**config.mk**
```make
export PLATFORM = sky130hd
export DESIGN_NAME = lph_ram
export DESIGN_NICKNAME = d
export VERILOG_FILES = /design/src/sv/linear_probe_hash_map_macros.svh /design/src/sv/lph_ram.sv
export SDC_FILE = /design/constraint.sdc
export NUM_CORES = 1
export LEC_CHECK = 0
export ABC_AREA = 0
export BUFFER_PORTS_ARGS = -buffer_cell sky130_fd_sc_hd__buf_2
export CELL_PAD_IN_SITES_DETAIL_PLACEMENT = 1
export CELL_PAD_IN_SITES_GLOBAL_PLACEMENT = 2
export CORE_UTILIZATION = 52
export CTS_CLUSTER_SIZE = 10
export DETAILED_ROUTE_END_ITERATION = 16
export MAX_ROUTING_LAYER = met4
export PLACE_DENSITY = 0.85
export REMOVE_ABC_BUFFERS = 1
export SYNTH_ARGS = -nofsm -noshare
export SYNTH_HDL_FRONTEND = slang
export SYNTH_SLANG_ARGS = --single-unit
```
**constraint.sdc**
```tcl
create_clock -name clk -period 2.8 [get_ports clk]
set_input_delay 0.42 -clock clk [delete_from_list [all_inputs] [get_ports clk]]
set_output_delay 0.42 -clock clk [all_outputs]
set_load 0.05 [all_outputs]
```
**src/sv/linear_probe_hash_map_macros.svh**
```systemverilog
// Assertion macros used by the hash map RTL.
`ifndef LINEAR_PROBE_HASH_MAP_MACROS_SVH
`define LINEAR_PROBE_HASH_MAP_MACROS_SVH

// The consequent holds in the same cycle as the antecedent.
`define LPH_ASSERT_NOW(lbl, ante, cons, msg) \
    lbl: assert property (@(posedge clk) disable iff (!rst_n) (ante) |-> (cons)) \
        else $error(msg);

// The consequent holds in the cycle after the antecedent.
`define LPH_ASSERT_NEXT(lbl, ante, cons, msg) \
    lbl: assert property (@(posedge clk) disable iff (!rst_n) (ante) |=> (cons)) \
        else $error(msg);

`endif

```
**src/sv/lph_ram.sv**
```systemverilog
// Simple dual-port synchronous RAM with a registered read port.
`timescale 1ns / 1ps

module lph_ram #(
    parameter int WIDTH = 8,
    parameter int AW    = 4
) (
    input  logic             clk,
    input  logic             we,
    input  logic [AW-1:0]    waddr,
    input  logic [WIDTH-1:0] wdata,
    input  logic             re,
    input  logic [AW-1:0]    raddr,
    output logic [WIDTH-1:0] rdata
);

    logic [WIDTH-1:0] mem [2**AW];

    always_ff @(posedge clk)
    begin
        if (we)
        begin
            mem[waddr] <= wdata;
        end
        if (re)
        begin
            rdata <= mem[raddr];
        end
    end

endmodule

```
After elaboration in Yosys (flattened, before gate mapping)

Memory sizes are Yosys's and may differ from the RTL's. A register that Yosys moved wholly into a read port is not among the register bits.
Cells that the tools add are included.

Multiplexer cells: 2

Operators with widths:

| cell    | number |
|---|---|
| $mux W1 | 2 |

Word-level logic and storage cells: 3
Bits in writable memories: 128
Memories: 1
Register bits after elaboration: 0
Output and inout bits: 8

Memory list:

| memory | depth | bits a word | rd ports | clocked after Yosys merged registers in | write ports | RTL line      | source |
|---|---|---|---|---|---|---|---|
| mem    | 16    | 8           | 1        | 1                                       | 1           | lph_ram.sv:17 | `logic [WIDTH-1:0] mem [2**AW];` |

Logic depth before layout (Yosys ltp)

Gate-level depths: netlist of the first run.

Depth after elaboration: 2
Gate-level depth with buffers: 5
Mapped depth without buffers: 3

Least setup slack after synthesis of the first run

No wires, ideal clock.

Kind: input -> register
Start point: in waddr[2]
End point: mem mem[0][0] (enable)
Slack: 0.887 ns
Stages on the path: 2
Data required time: 2.417 ns
Arrival: 1.530 ns
Library setup time: 0.383 ns
Path through: or3b_2 nor3_1

RTL lines:

| what        | RTL line      | source |
|---|---|---|
| from (decl) | lph_ram.sv:10 | `input logic [AW-1:0] waddr,` |
| to (decl)   | lph_ram.sv:17 |  |

Straight into the memory's write port.

==> results of run 1 <==
==> worst max-delay path: cells and delay by family <==
family	cells	cell delay [ns]
buffers and inverters	2	0.67
AO/OA/AOI/OAI	1	0.23
multiplexers	1	0.60
AND/OR/NAND/NOR	1	0.08
==> flip-flops by register name, indices dropped and copies added, names as in the netlist <==
name	count
mem	128
rdata	8
==> report_power, final <==
| group | switching [mW] | internal (mW) |
|---|---|---|
| logic | 0.161 | 0.0875 |
| registers | 0.0124 | 2.29 |
| clock network | 0.857 | 1.27 |
| total | 1.03 | 3.65 |
==> area by class of cell <==
type,instances,area (um2)
clock buffers,18,418
clock inverters,14,149
multi-input cells,83,1060
well taps,133,166
repair buffers,40,248
flip-flops and latches,136,4080
fillers,835,3650
==> logic make-up (layout without fill, tap and decap cells) <==
| logic type | after synthesis | after routing | share of synthesized area |
|---|---|---|---|
| flip-flops | 136 | 136 | 0.781 |
| AND/OR/NAND/NOR | 35 | 35 | 0.0314 |
| multiplexers | 32 | 32 | 0.148 |
| AO/OA/AOI/OAI | 16 | 16 | 0.0230 |
| buffers and inverters | 10 | 72 | 0.0165 |
==> placed cells by master, fill, tap and decap left out, types with 3 or more instances in the layout <==
cell type,netlist,routed
a22oi_1,16,16
buf_2,3,26
buf_4,1,13
clkbuf_16,0,16
clkinvlp_4,0,3
edfxtp_1,136,136
inv_6,0,4
mux4_1,14,14
mux4_2,18,18
nand2_1,9,9
nor2_1,13,13
nor3_1,4,4
==> path summary, 6_finish.rpt <==
| kind | startpoint | to | slack, ns | depth (start not counted) |
|---|---|---|---|---|
| hold / removal | re | rdata[6]$_DFFE_PP_ | 0.28 | 1 |
| setup reg to reg | mem[0][5]$_DFFE_PP_ | rdata[5]$_DFFE_PP_ | 1.21 | 3 |
| hold reg to reg | mem[6][1]$_DFFE_PP_ | rdata[1]$_DFFE_PP_ | 0.77 | 3 |
| setup / recovery | raddr[0] | rdata[2]$_DFFE_PP_ | 1.06 | 5 |
==> layer usage <==
metal / wire length [um] / part of all wire / up-vias
met5: 0 / 0 / -
met4: 79 / 0.0071 / 0
met3: 483 / 0.043 / 6
met2: 5650 / 0.51 / 95
met1: 4930 / 0.44 / 1313
li1: - / - / 1085
==> stage by stage <==
stage               hold WS [ns]  total power [mW]  instance area (um2)  cells  setup WS, ns
floorplan                  0.519              2.47                 5140    219         0.887
finish                     0.277              4.69                 6120    424          1.06
global placement           0.728              2.59                 5560    392         0.513
CTS                        0.250              4.72                 6120    424          1.03
global route               0.256              4.81                 6120    424         0.992
detailed placement         0.765              2.60                 5560    392         0.495
==> results.yml, run 1 <==
timing:
  tns_ns: 0
  maxSlewViolCount: 0
  finalHoldViolCount: 0
  fmax_mhz: 573
  rsz0062_at_grt: "false"
  relSlewSlack: 0.402
  worstMarginPinSlew_ns: 0.893
  finalCritPeriodShare: 0.623
  setup_viol: 0
  fin_crit_ns: 1.74
  finClkSkew_ns: 0.00775
pwr:
  worst_ir_drop_vdd_mv: 0.369
  power_leakage_nw: 2.06
  p_per_area_nw_per_um2: 765
global_route:
  grt_max_degree: 27
  grt_pass1_vias: 2610
  grt_use_total: 0.245
  gr-total-overflow: 0
  grt_pass1_wl_um: 16300
  met3_usage: 0.0534
  antenna_found_initial: 0
  gr-usage-met2: 0.376
  top_usage_layer: "met2"
  met1_usage: 0.334
clock_network:
  cts.sinks: 136
  worstSkewPairLatency_ns: 0.52
  cts-resized-gates: 0
  cts_buffers: 17
  clockBufferDepth: 2
  clk_pin_slew_ns: 0.06
  post_cts_buffers: 0
  ctsHoldBuffers: 0
  cts-root-buf: "clkbuf_8"
  cts_tree: "yes"
  h-tree-depth: 4
die:
  ios: 27
  fp.dieArea_um2: 10500
  core-area_um2: 9770
  die_h_um: 102
  die_x_um: 102
  start_util: 0.535
  num_rows: 36
critical_path:
  arrival_ns: 2.00
  cpPeakStageDelay_ns: 0.60
  worstPathCellList: "buf_2, buf_4, mux4_1, a22oi_1, nand2_1"
  end_kind: "register"
  critical_path_class: "in -> reg"
  critical_path_peak_fanout: 12
  cp_slowest_cell: "mux4_1"
  cp-start-kind: "input port"
  crit_required_ns: 3.06
synthesis:
  synth_seq_cells: 136
  netlist_instances: 229
  synth_top_area_share: 0.781
  yosys-top-cells-count: "edfxtp_1, mux4_2, a22oi_1"
  synthArstFlopShare: 0
  synthFlopType: "edfxtp_1"
  postSynthAreaPerCell_um2: 22.8
  yosys.area.top_type: "edfxtp_1"
  yosysUniqueCellTypes: 18
  synth.most_common_cell: "edfxtp_1"
  synth_area_um2: 5230
  synth_edf_count: 136
  yosys_warnings: 0
  ys_seq_area_frac: 0.781
  synth_top_cells_by_area: "edfxtp_1, mux4_2, mux4_1, a22oi_1, nor2_1"
final_layout:
  drive_gt1_frac: 0.306
  nNetsFinal: 297
  final_util: 0.626
  syn_to_final_growth_pct: 17.1
  antenna-diode-count: 0
routing:
  routed_wl_um: 11100
  antenna_left: 0
  routed_via_density: 5.89
  wire_per_inst_um: 26.3
  dr.pass1.iters: 4
  vias: 2499
  route.detailed.drc: 0
  drtIter0Drc: 168
job:
  drv_cap: 0
placement:
  port_buffers: 26
  gp_congestion: 0.741
  place_hpwl_um: 7120
outcome:
  status: "finished, final reports clean"
worst_hold_path:
  hold_class: "in -> reg"
Power figures use the tool's default switching activity.
==> inputs of run 2 (changes only) <==
CORE_UTILIZATION = 43   (was 52)
PLACE_DENSITY = 0.75   (was 0.85)
clock period = 1.5 ns   (was 2.8 ns; I/O delays follow)
==> run 2 against run 1 <==
The flow now finishes with violations (design-rule violations). Sequential cell count unchanged. Total power up 80%. Utilization down 9.0 points. Die area up 21%. Critical endpoint is now rdata[3]$_DFFE_PP_.
==> results.yml, run 2 (synthesis gave the netlist of run 1 again) <==
final_layout:
  top_register: "mem"
  top_regs: "mem x128, rdata x8"
  largest_register_ffs: 128
  final_util: 0.536
  layout_common_cells: "edfxtp_1, buf_2, buf_4"
  antenna-diode-count: 0
  nNetsFinal: 308
  syn_to_final_growth_pct: 19.1
  drive_gt1_frac: 0.311
  layout_commonest_cell: "edfxtp_1"
global_route:
  gr-total-overflow: 0
  antenna_found_initial: 0
  grt_max_degree: 17
  grt_use_total: 0.193
  grt_pass1_vias: 2659
  grt_pass1_wl_um: 16100
outcome:
  status: "finished, violations left"
  failed_checks: "design-rule violations"
job:
  drv_cap: 0
critical_path:
  critical_path_peak_fanout: 1
  critical_path_class: "reg -> reg"
  end_kind: "register"
  cp-start-kind: "register"
  arrival_ns: 1.61
  crit_required_ns: 1.65
timing:
  tns_ns: 0
  fin_crit_ns: 1.46
  layout_setup_ws_ns: 0.0413
  finalCritPeriodShare: 0.972
  rsz0062_at_grt: "false"
  finClkSkew_ns: 0.00928
  fmax_mhz: 686
  worstMarginPinSlew_ns: 0.761
  hold_ws_ns: 0.194
  maxSlewViolCount: 0
  finalHoldViolCount: 0
  setup_viol: 0
  relSlewSlack: 0.491
routing:
  vias: 2490
  routed_via_density: 5.60
  dr.pass1.iters: 11
  routed_wl_um: 10600
  drtIter0Drc: 116
  route.detailed.drc: 4
  antenna_left: 0
  wire_per_inst_um: 23.8
die:
  num_rows: 39
  start_util: 0.450
  core-area_um2: 11600
  fp.dieArea_um2: 12600
  die_h_um: 112
  die_x_um: 112
  ios: 27
pwr:
  total_power_mw: 8.42
  worst_ir_drop_vdd_mv: 0.662
  power_leakage_nw: 2.10
  p_per_area_nw_per_um2: 1350
clock_network:
  cts-root-buf: "clkbuf_16"
  cts_tree: "yes"
  cts.sinks: 136
  clockBufferDepth: 2
  h-tree-depth: 4
  clk_pin_slew_ns: 0.05
  post_cts_buffers: 0
  worstSkewPairLatency_ns: 0.41
  ctsHoldBuffers: 0
  cts_buffers: 17
placement:
  place_hpwl_um: 6760
  gp_congestion: 0.699
  port_buffers: 26
  place_ws_ns: -0.330
worst_hold_path:
  hold_class: "in -> reg"
## run 2: layout make-up
type	instances	area [um2]
multi-input combinational	83	1070
timing repair buffer	51	380
fill	1023	5390
sequential	136	4080
clock buffer	26	459
clock inverter	6	50.0
tap	143	179
## run 2: repair_timing
action | in CTS | in global routing
pin swaps | 0 | 1
setup endpoints to repair | 3 | 2
resized for setup | 3 | 2
## run 2: metal layers
layer | global-route usage | part of all wire | vias up
met5 | - | 0 | -
met4 | 0.0809 | 0.017 | 0
met3 | 0.0481 | 0.056 | 15
met2 | 0.280 | 0.47 | 78
met1 | 0.262 | 0.46 | 1295
li1 | - | - | 1102
## run 2: worst paths after layout
kind,from,to,slack (ns),cells after the start
max,mem[10][3]$_DFFE_PP_,rdata[3]$_DFFE_PP_,0.04,3
min,wdata[5],mem[8][5]$_DFFE_PP_,0.19,1
max reg2reg,mem[10][3]$_DFFE_PP_,rdata[3]$_DFFE_PP_,0.04,3
min reg2reg,mem[14][4]$_DFFE_PP_,rdata[4]$_DFFE_PP_,0.76,3
## run 2: worst max-delay path, cell delays in order, from the launching register on
cell	delay, ns
edfxtp_1	0.36
mux4_1	0.51
a22oi_2	0.25
nand2_1	0.08
## run 2: metrics by stage
step / instance area, um2 / instances
after floorplan: 5140 / 219
after global placement: 5700 / 413
after detailed placement: 5700 / 413
after CTS: 6220 / 445
after global routing: 6230 / 445
final: 6230 / 445
## run 2: where the power goes
part,switching [mW],internal [mW]
sequential,0.0248,4.29
clock,1.37,2.25
combinational,0.296,0.192
total,1.69,6.73
